$ cat src/hw/rtl/tlfp_pkg.sv
// Package for the telemetry line field parser.
// Holds the character codes, status codes, parse modes and result item types.
// No dependencies.
`timescale 1ns / 1ps

package tlfp_pkg;

	// Field layout of one line.
	localparam int unsigned OPTIONAL_FIELDS = 65;
	localparam int unsigned FIELD_W = 7;
	localparam logic [FIELD_W-1:0] LAST_REQ_FIELD = FIELD_W'(3);
	localparam logic [FIELD_W-1:0] LAST_FIELD = FIELD_W'(3 + OPTIONAL_FIELDS);

	// Decimal magnitude limit.
	localparam int unsigned MAG_W = 31;
	localparam logic [MAG_W-1:0] MAG_MAX = {MAG_W{1'b1}};

	// Character codes.
	localparam logic [7:0] CH_NUL    = 8'h00;
	localparam logic [7:0] CH_TAB    = 8'h09;
	localparam logic [7:0] CH_LF     = 8'h0A;
	localparam logic [7:0] CH_CR     = 8'h0D;
	localparam logic [7:0] CH_SPACE  = 8'h20;
	localparam logic [7:0] CH_DOLLAR = 8'h24;
	localparam logic [7:0] CH_PLUS   = 8'h2B;
	localparam logic [7:0] CH_MINUS  = 8'h2D;
	localparam logic [7:0] CH_ZERO   = 8'h30;
	localparam logic [7:0] CH_ONE    = 8'h31;
	localparam logic [7:0] CH_NINE   = 8'h39;
	localparam logic [7:0] CH_SEMI   = 8'h3B;
	localparam logic [7:0] CH_N      = 8'h4E;
	localparam logic [7:0] CH_R      = 8'h52;

	// Line status codes.
	localparam logic [2:0] ST_OK          = 3'd0;
	localparam logic [2:0] ST_NO_SENTINEL = 3'd1;
	localparam logic [2:0] ST_BAD_GEAR    = 3'd2;
	localparam logic [2:0] ST_BAD_REQ     = 3'd3;
	localparam logic [2:0] ST_BAD_OPT     = 3'd4;

	// Parse modes.
	typedef enum logic [2:0] {
		MODE_HUNT,
		MODE_GEAR,
		MODE_GSEP,
		MODE_REQ,
		MODE_OSTART,
		MODE_ONUM,
		MODE_TRAIL,
		MODE_DRAIN
	} mode_t;

	// One result item.
	typedef struct packed {
		logic [FIELD_W-1:0] index;
		logic signed [31:0] value;
		logic               is_status;
		logic [2:0]         status;
		logic               last;
	} res_t;

	// Up to two result items produced by one line byte.
	typedef struct packed {
		logic v0;
		logic v1;
		res_t r0;
		res_t r1;
	} res_pair_t;

endpackage

$ cat src/hw/rtl/tlfp_parser.sv
// Parse state machine of the telemetry line field parser.
// Consumes one registered line byte per step and yields up to two result items.
// Depends on tlfp_pkg.
`timescale 1ns / 1ps

module tlfp_parser import tlfp_pkg::*; (
	input  logic       clk,
	input  logic       arst_n,
	input  logic       step,
	input  logic [7:0] char_in,
	output res_pair_t  res
);

	mode_t                mode_q, mode_nxt;
	logic [FIELD_W-1:0]   fnum_q, fnum_nxt;
	logic [MAG_W-1:0]     mag_q, mag_nxt;
	logic                 neg_q, neg_nxt;
	logic                 dseen_q, dseen_nxt;
	logic [2:0]           ferr_q, ferr_nxt;

	logic                 is_dig;
	logic                 is_trl;
	logic                 is_gear;
	logic [MAG_W+3:0]     acc_wide;
	logic [MAG_W-1:0]     acc_mag;
	logic                 fld_v;
	logic signed [31:0]   fld_val;
	logic [2:0]           sts_code;
	res_t                 fld_item;
	res_t                 sts_item;

	// Character classes.
	assign is_dig = (char_in >= CH_ZERO) && (char_in <= CH_NINE);
	assign is_trl = (char_in == CH_SEMI) || (char_in == CH_CR) || (char_in == CH_LF) ||
			(char_in == CH_SPACE) || (char_in == CH_TAB);
	assign is_gear = (char_in == CH_R) || (char_in == CH_N) ||
			((char_in >= CH_ONE) && (char_in <= CH_NINE));

	// Times-ten accumulate with saturation.
	assign acc_wide = ({4'b0, mag_q} << 3) + ({4'b0, mag_q} << 1) +
			(MAG_W+4)'(char_in - CH_ZERO);
	assign acc_mag = (acc_wide > (MAG_W+4)'(MAG_MAX)) ? MAG_MAX : acc_wide[MAG_W-1:0];

	// Result items of this byte. A zero byte always closes the line.
	always_comb begin
		fld_v = 1'b0;
		fld_val = neg_q ? (32'sd0 - $signed({1'b0, mag_q})) : $signed({1'b0, mag_q});
		sts_code = ST_OK;
		case (mode_q)
			MODE_HUNT: begin
				sts_code = ST_NO_SENTINEL;
			end
			MODE_GEAR: begin
				sts_code = ST_BAD_GEAR;
				if (char_in == CH_MINUS) begin
					fld_v = 1'b1;
					fld_val = $signed({24'b0, CH_R});
				end else if (char_in == CH_ZERO) begin
					fld_v = 1'b1;
					fld_val = $signed({24'b0, CH_N});
				end else if (is_gear) begin
					fld_v = 1'b1;
					fld_val = $signed({24'b0, char_in});
				end
			end
			MODE_GSEP: begin
				sts_code = ST_BAD_REQ;
			end
			MODE_REQ: begin
				fld_v = !is_dig && dseen_q;
				sts_code = (!dseen_q || (fnum_q < LAST_REQ_FIELD)) ? ST_BAD_REQ : ST_OK;
			end
			MODE_ONUM: begin
				fld_v = !is_dig && dseen_q;
				sts_code = dseen_q ? ST_OK : ST_BAD_OPT;
			end
			MODE_DRAIN: begin
				sts_code = ferr_q;
			end
			default: begin
				sts_code = ST_OK;
			end
		endcase
	end

	// Pack the items; the status item follows a field item of the same byte.
	always_comb begin
		fld_item = '0;
		fld_item.index = fnum_q;
		fld_item.value = fld_val;
		sts_item = '0;
		sts_item.is_status = 1'b1;
		sts_item.status = sts_code;
		sts_item.last = 1'b1;
		res.v0 = step && (fld_v || (char_in == CH_NUL));
		res.v1 = step && fld_v && (char_in == CH_NUL);
		res.r0 = fld_v ? fld_item : sts_item;
		res.r1 = sts_item;
	end

	// Next parse state.
	always_comb begin
		mode_nxt = mode_q;
		fnum_nxt = fnum_q;
		mag_nxt = mag_q;
		neg_nxt = neg_q;
		dseen_nxt = dseen_q;
		ferr_nxt = ferr_q;
		if (char_in == CH_NUL) begin
			mode_nxt = MODE_HUNT;
			fnum_nxt = '0;
			mag_nxt = '0;
			neg_nxt = 1'b0;
			dseen_nxt = 1'b0;
			ferr_nxt = ST_OK;
		end else begin
			case (mode_q)
				MODE_HUNT: begin
					if (char_in == CH_DOLLAR) begin
						mode_nxt = MODE_GEAR;
					end
				end
				MODE_GEAR: begin
					if (char_in == CH_MINUS) begin
						neg_nxt = 1'b1;
						mode_nxt = MODE_GSEP;
					end else if ((char_in == CH_ZERO) || is_gear) begin
						mode_nxt = MODE_GSEP;
					end else begin
						ferr_nxt = ST_BAD_GEAR;
						mode_nxt = MODE_DRAIN;
					end
				end
				MODE_GSEP: begin
					if (neg_q && is_dig) begin
						mode_nxt = MODE_GSEP;
					end else if (char_in == CH_SEMI) begin
						mag_nxt = '0;
						neg_nxt = 1'b0;
						dseen_nxt = 1'b0;
						fnum_nxt = FIELD_W'(1);
						mode_nxt = MODE_REQ;
					end else begin
						ferr_nxt = ST_BAD_REQ;
						mode_nxt = MODE_DRAIN;
					end
				end
				MODE_REQ, MODE_OSTART, MODE_ONUM: begin
					if (is_dig) begin
						mag_nxt = acc_mag;
						dseen_nxt = 1'b1;
						if (mode_q == MODE_OSTART) begin
							mode_nxt = MODE_ONUM;
						end
					end else if ((mode_q == MODE_OSTART) &&
							((char_in == CH_MINUS) || (char_in == CH_PLUS))) begin
						neg_nxt = (char_in == CH_MINUS);
						mode_nxt = MODE_ONUM;
					end else if ((mode_q != MODE_OSTART) && !dseen_q) begin
						ferr_nxt = (mode_q == MODE_REQ) ? ST_BAD_REQ : ST_BAD_OPT;
						mode_nxt = MODE_DRAIN;
					end else if ((mode_q == MODE_REQ) && (fnum_q < LAST_REQ_FIELD)) begin
						// Speed and rpm must be followed by a separator.
						if (char_in == CH_SEMI) begin
							mag_nxt = '0;
							neg_nxt = 1'b0;
							dseen_nxt = 1'b0;
							fnum_nxt = fnum_q + FIELD_W'(1);
						end else begin
							ferr_nxt = ST_BAD_REQ;
							mode_nxt = MODE_DRAIN;
						end
					end else begin
						// Byte after a finished or empty value field.
						mag_nxt = '0;
						neg_nxt = 1'b0;
						dseen_nxt = 1'b0;
						if (char_in == CH_SEMI) begin
							if (fnum_q < LAST_FIELD) begin
								fnum_nxt = fnum_q + FIELD_W'(1);
								mode_nxt = MODE_OSTART;
							end else begin
								mode_nxt = MODE_TRAIL;
							end
						end else if (is_trl) begin
							mode_nxt = MODE_TRAIL;
						end else begin
							ferr_nxt = ST_BAD_OPT;
							mode_nxt = MODE_DRAIN;
						end
					end
				end
				MODE_TRAIL: begin
					if (!is_trl) begin
						ferr_nxt = ST_BAD_OPT;
						mode_nxt = MODE_DRAIN;
					end
				end
				default: begin
					mode_nxt = mode_q;
				end
			endcase
		end
	end

	// State registers advance once per consumed byte.
	always_ff @(posedge clk or negedge arst_n) begin
		if (!arst_n) begin
			mode_q <= MODE_HUNT;
			fnum_q <= '0;
			mag_q <= '0;
			neg_q <= 1'b0;
			dseen_q <= 1'b0;
			ferr_q <= ST_OK;
		end else if (step) begin
			mode_q <= mode_nxt;
			fnum_q <= fnum_nxt;
			mag_q <= mag_nxt;
			neg_q <= neg_nxt;
			dseen_q <= dseen_nxt;
			ferr_q <= ferr_nxt;
		end
	end

	// A second item is only ever the status item behind a field item.
	a_pair_order: assert property (@(posedge clk) disable iff (!arst_n)
		res.v1 |-> (res.v0 && !res.r0.is_status && res.r1.is_status))
		else $error("second result item is not a status item behind a field");

endmodule

$ cat src/hw/rtl/tlfp_res_queue.sv
// Four-entry result queue of the telemetry line field parser.
// Takes up to two result items per cycle and hands out one per cycle while pop is high.
// Depends on tlfp_pkg.
`timescale 1ns / 1ps

module tlfp_res_queue import tlfp_pkg::*; (
	input  logic      clk,
	input  logic      arst_n,
	input  res_pair_t push,
	output logic      room,
	output logic      out_valid,
	input  logic      pop,
	output res_t      out_item
);

	res_t       mem_q [4];
	logic [1:0] wr_q;
	logic [1:0] rd_q;
	logic [2:0] count_q;
	logic [2:0] count_nxt;

	// Room for two items, the most one byte can produce.
	assign room = (count_q <= 3'd2);
	assign out_valid = (count_q != 3'd0);
	assign out_item = mem_q[rd_q];
	assign count_nxt = count_q + 3'(push.v0) + 3'(push.v1) - 3'(pop && out_valid);

	// Storage writes.
	always_ff @(posedge clk) begin
		if (push.v0) begin
			mem_q[wr_q] <= push.r0;
		end
		if (push.v1) begin
			mem_q[wr_q + 2'd1] <= push.r1;
		end
	end

	// Pointers and fill count.
	always_ff @(posedge clk or negedge arst_n) begin
		if (!arst_n) begin
			wr_q <= '0;
			rd_q <= '0;
			count_q <= '0;
		end else begin
			wr_q <= wr_q + 2'(push.v0) + 2'(push.v1);
			if (pop && out_valid) begin
				rd_q <= rd_q + 2'd1;
			end
			count_q <= count_nxt;
		end
	end

	a_count_bound: assert property (@(posedge clk) disable iff (!arst_n)
		count_q <= 3'd4)
		else $error("result queue overfilled");

	a_push_room: assert property (@(posedge clk) disable iff (!arst_n)
		(push.v0 || push.v1) |-> (count_q <= 3'd2))
		else $error("result items pushed without room");

	a_empty_holds: assert property (@(posedge clk) disable iff (!arst_n)
		((count_q == 3'd0) && !push.v0 && !push.v1) |=> (count_q == 3'd0))
		else $error("result queue filled with no push");

endmodule

$ cat src/hw/rtl/telemetry_line_field_parser_core.sv
// Top level of the telemetry line field parser.
// Path: a byte's first result item is presented from the result queue once the byte has
// passed the input register and been pushed; a second item of the same byte follows it.
// Throughput: one byte per cycle. Input stalls only while the four-entry result queue
// holds more than two items, which happens only under result-side stalls.
// Reset: arst_n clears the input register's valid flag, parse state and queue pointers at once.
// Depends on tlfp_pkg, tlfp_parser and tlfp_res_queue.
`timescale 1ns / 1ps

module telemetry_line_field_parser_core import tlfp_pkg::*; (
	input  logic                clk,
	input  logic                arst_n,
	input  logic                char_valid,
	output logic                char_stall,
	input  logic [7:0]          char_byte,
	output logic                result_valid,
	input  logic                result_stall,
	output logic [FIELD_W-1:0]  field_index,
	output logic signed [31:0]  field_value,
	output logic                is_status,
	output logic [2:0]          line_status,
	output logic                last_of_line
);

	logic       valid_s1;
	logic [7:0] char_s1;
	logic       room;
	logic       step;
	logic       accept;
	res_pair_t  res;
	res_t       out_item;

	// The input register holds one byte until the queue can take its items.
	assign step = valid_s1 && room;
	assign char_stall = valid_s1 && !room;
	assign accept = char_valid && !char_stall;

	always_ff @(posedge clk or negedge arst_n) begin
		if (!arst_n) begin
			valid_s1 <= 1'b0;
		end else if (accept) begin
			valid_s1 <= 1'b1;
		end else if (step) begin
			valid_s1 <= 1'b0;
		end
	end

	always_ff @(posedge clk) begin
		if (accept) begin
			char_s1 <= char_byte;
		end
	end

	// Parse state machine.
	tlfp_parser u_parser (
		.clk     (clk),
		.arst_n  (arst_n),
		.step    (step),
		.char_in (char_s1),
		.res     (res)
	);

	// Result queue.
	tlfp_res_queue u_queue (
		.clk       (clk),
		.arst_n    (arst_n),
		.push      (res),
		.room      (room),
		.out_valid (result_valid),
		.pop       (!result_stall),
		.out_item  (out_item)
	);

	// Result item fields.
	assign field_index = out_item.index;
	assign field_value = out_item.value;
	assign is_status = out_item.is_status;
	assign line_status = out_item.status;
	assign last_of_line = out_item.last;

endmodule
$ cat config.mk
export PLATFORM = sky130hd
export DESIGN_NAME = telemetry_line_field_parser_core
export DESIGN_NICKNAME = d
export VERILOG_FILES = /design/src/hw/rtl/tlfp_pkg.sv /design/src/hw/rtl/tlfp_parser.sv /design/src/hw/rtl/tlfp_res_queue.sv /design/src/hw/rtl/telemetry_line_field_parser_core.sv
export SDC_FILE = /design/constraint.sdc
export NUM_CORES = 1
export LEC_CHECK = 0
export ABC_AREA = 1
export BUFFER_PORTS_ARGS = -buffer_cell sky130_fd_sc_hd__buf_2
export CAP_MARGIN = 20
export CORE_MARGIN = 3
export CORE_UTILIZATION = 58
export DETAILED_ROUTE_END_ITERATION = 10
export HOLD_SLACK_MARGIN = 0.05
export PLACE_DENSITY = 0.73
export SKIP_LAST_GASP = 1
export SYNTH_ARGS = -nofsm -noshare
export SYNTH_HDL_FRONTEND = slang
export SYNTH_SLANG_ARGS = --single-unit
$ cat constraint.sdc
create_clock -name clk -period 7.3 [get_ports clk]
set_clock_uncertainty 0.15 [all_clocks]
set_input_delay 1.46 -clock clk [delete_from_list [all_inputs] [get_ports clk]]
set_output_delay 1.46 -clock clk [all_outputs]
set_load 0.005 [all_outputs]
==> impl_summary.txt <==
----------------------------------------------------
[Critical path]
  Crit-path most repeated cell ... nand2_1
  Path depth of the worst reg2reg path ... 19
  Slowest Stage Delay on Critical Path ... 500 ps
  Type of the setup path with the least slack ... flop to flop
  Endpoint kind of the worst setup timing path ... flop
  End of the critical path ... u_parser.mag_q[17]
  Launching element of the worst setup path ... char_s1[4]
  Slowest library cell on the worst path ... fa_1
  CP arrival ... 4820 ps
  Worst path cell trace ... ha_1 > nor2_2 > buf_4 > fa_1 > ha_1 > nand2_1 > inv_1 > a21oi_1 > nand2_1 > a21oi_1 > nand2_1 > nand2_1 > nand2_1 > nor2_2 > and2_0 > buf_6 > nand3_1 > nand2_1 > nand2_1
  End of the worst register-to-register path ... u_parser.mag_q[17]
  Buffers & Inverters on Critical Path ... 3
  Type of origin of the critical path ... flop
  Critical path peak fanout ... 26
  Required time of the critical path ... 7570 ps
  R2R Setup Slk ... 2750 ps
  Reg2reg start ... char_s1[4]
  Logic depth of the worst path, buffers included ... 19
  Critical path's top delay family ... simple AND/OR/NAND/NOR gates

[Power and ir drop]
  Leakage power summed over all cells ... 8.28 nW
  Power density relative to cell area ... 435 mW/mm^2
  IR Drop Worst-Case VDD ... between 300 and 400 uV

[Timing]
  Remaining max-slew budget at the tightest pin ... 39.2%
  Max Slew Vio Count ... 0
  Setup Viol. Count Final ... 0
  Part of the cycle the worst path needs ... ~62%
  Worst Setup Slack, final ... 2750 ps
  Highest clock rate ... between 200 and 250 MHz
  Total negative slack ... 0 ps
  Slew at the pin with the worst max-slew slack ... 912 ps
  Post-layout minimum cycle time ... 4550 ps
  Hold Violations, Final ... 0
  Setup repair after global routing missed its margin ... false

[Global route]
  Largest net degree at the start of global routing ... between 80 and 90
  Via count of the first global-routing pass ... about 14,000
  Global route overflow ... 0
  Global-route wire length before repair ... 70,500 um
  Number of antenna violations at the first check in global routing ... 0
  Combined global-route utilization of all metal layers ... 30.0%

[Min path]
  Min-Delay Path Class ... flop to flop

[Clock network]
  Clock tree from TritonCTS ... built
  Clk pin slew, worst setup/hold paths ... 60 ps
  Post-CTS Resized ... 0
  Root Buffer ... clkbuf_16
  Post-CTS Repair Setup Buffers ... 0
  Number of buffers added by the clock tree synthesis step ... 26
  Worst-case clock buffer depth ... 3
  Clock Sinks ... 234
  H-tree levels ... 1
  Hold_buf cts ... 0
  Clock latency at the later pin of the worst-skew pair ... 550 ps

[Drt]
  Final antenna-violating net count ... 0
  Drt first-iter violations ... 1,415
  Wirelength per Cell ... 16.2 um
  Routed Wire Length ... 43,600 um
  Routed vias/inst ... 5.60
  Detailed-router iteration count before antenna repair ... 6
  Detailed-route via count ... roughly 15,000
  Remaining routing DRC violations ... 0

[Logic synthesis]
  Flops & latches, synth ... 234
  Ranking of synthesized cells by area ... nand2_1 21%, dfxtp_1 21%, dfrtp_1 8.8%
  Synthesized netlist cell count ... 2,349
  Dominant synthesized flop cell ... dfxtp_1
  Portion of the post-synthesis area used by sequential elements ... about a third
  Count of distinct cell types in the synthesized netlist ... 53
  Number of enable flip-flop cells after synthesis ... 20
  Synth Net Count ... 2,438
  Synth warn ... 0
  Proportion of register bits with asynchronous set or reset after synthesis ... 23.1%
  Synth Cell Area ... ~0.015 mm^2
  Synthesized area per cell ... 6.53 um^2
  Cell accounting for the most synthesized area ... nand2_1
  Top-area cell type share of the netlist area ... 21.2%

[Floorplan]
  Die ar. ... 0.0284 mm^2
  Core Footprint ... 0.0255 mm^2
  Initial cell density of the core ... 60.0%
  Number of cell rows ... 58
  Chip width ... 169 um
  I/O pin total ... 58
  Overall die height ... 169 um

[Run status]
  Status ... finished, final reports clean

[Final layout]
  Number of inserted diodes ... 0
  Most common library cell in the layout ignoring fill and taps ... nand2_1
  Commonest non-fill, non-tap cells in the layout ... 867 x nand2_1, 260 x nor2_1, 220 x inv_1, 189 x o21ai_0, 160 x dfxtp_1
  Layout cell share with drive strength beyond 1 ... 6.96%
  Area growth, synth to finish ... 7.68%
  Number of nets at the end of the flow ... 2,441
  Number of cells in the finished layout apart from fillers ... about 2,700

[Flow run]
  Max-cap violations ... 0

[Placement]
  PortBufs ... 57
  Placed cells ... 2,652
  Final RePlAce weighted congestion ... a little under 1
  Dpl hpwl ... between 20,000 and 30,000 um
  Worst slack, placed ... between 2000 and 2500 ps

----------------------------------------------------
==> logic make-up (layout without fill, tap and decap cells) <==
logic type	count (synthesis)	in the layout	synth area share [%]
compound gates	366	366	13.2
fa+ha+maj	77	77	7.90
buf+inv	333	353	8.82
simple gates	1312	1312	34.9
flops	234	234	33.6
xor+xnor	27	27	1.54
==> worst reg2reg max path, cell delays in order, from the launching register on <==
cell	delay [ps]
edfxtp_1	480
ha_1	310
nor2_2	120
buf_4	380
fa_1	530
ha_1	340
nand2_1	170
inv_1	60
a21oi_1	250
nand2_1	120
a21oi_1	190
nand2_1	80
nand2_1	50
nand2_1	50
nor2_2	330
and2_0	350
buf_6	240
nand3_1	120
nand2_1	70
nand2_1	40
==> layout make-up <==
type	count	area, um^2
fillers	2437	9030
multi-input cells	1782	8830
flip-flops and latches	234	5160
inverters	238	898
clock buffers	30	676
well taps	330	413
repair buffers	70	394
clock inverters	15	140
==> cells in the mapped netlist, types with 33 or more instances <==
master and n:
a21oi_1 81, o22ai_1 43, o21ai_0 189, fa_1 33
nor3_1 47, dfxtp_1 160, clkbuf_1 55, ha_1 44
nor2_1 261, nand3_1 81, dfrtp_1 54, nand2_1 867
inv_1 222
==> layer usage <==
metal | track usage [%] | part of all wire (%) | up-vias
met5 | 0 | 0 | -
met4 | 7.44 | 2.1 | 0
met3 | 4.27 | 7.8 | 67
met2 | 48.4 | 45 | 563
met1 | 42.9 | 45 | 6986
li1 | - | - | 7492
==> state kept, by name, indices dropped and copies added, names as in the netlist, 2 cells and up <==
signal           count
char_s1              8
u_parser.fnum_q      7
u_queue.rd_q         2
u_parser.ferr_q      3
u_parser.mag_q      31
u_queue.mem_q      172
u_queue.count_q      3
u_parser.mode_q      3
u_queue.wr_q         2
==> report_power, final <==
| part | total (mW) | internal (mW) | switching, mW |
|---|---|---|---|
| logic | 4.20 | 1.39 | 2.81 |
| registers | 1.70 | 1.44 | 0.262 |
| clock network | 1.27 | 0.733 | 0.537 |
| total | 7.18 | 3.57 | 3.61 |
==> worst min-delay path by stage <==
stage,endpoint,cells after the start,slack (ps),start
2_1_floorplan,u_queue.mem_q[1][11],2,260,u_queue.mem_q[1][11]
3_3_place_gp,u_queue.mem_q[1][11],2,270,u_queue.mem_q[1][11]
3_5_place_dp,u_queue.mem_q[2][9],2,280,u_queue.mem_q[2][9]
4_1_cts,u_queue.mem_q[2][9],2,290,u_queue.mem_q[2][9]
5_1_grt,u_queue.mem_q[2][19],2,310,u_queue.mem_q[2][19]
6_report,u_queue.mem_q[2][24],2,290,u_queue.mem_q[2][24]
==> through the flow <==
step           power (mW)  utilization, %  instance area, um^2  hold slack (ps)
4_1_cts              7.12            64.5                16500              292
5_1_grt              7.83            64.6                16500              310
3_5_place_dp         5.84            61.3                15700              277
3_3_place_gp         5.77            61.3                15700              272
2_1_floorplan        4.69               -                15300              264
6_report             7.18            64.6                16500              291
Power figures use the tool's default switching activity.
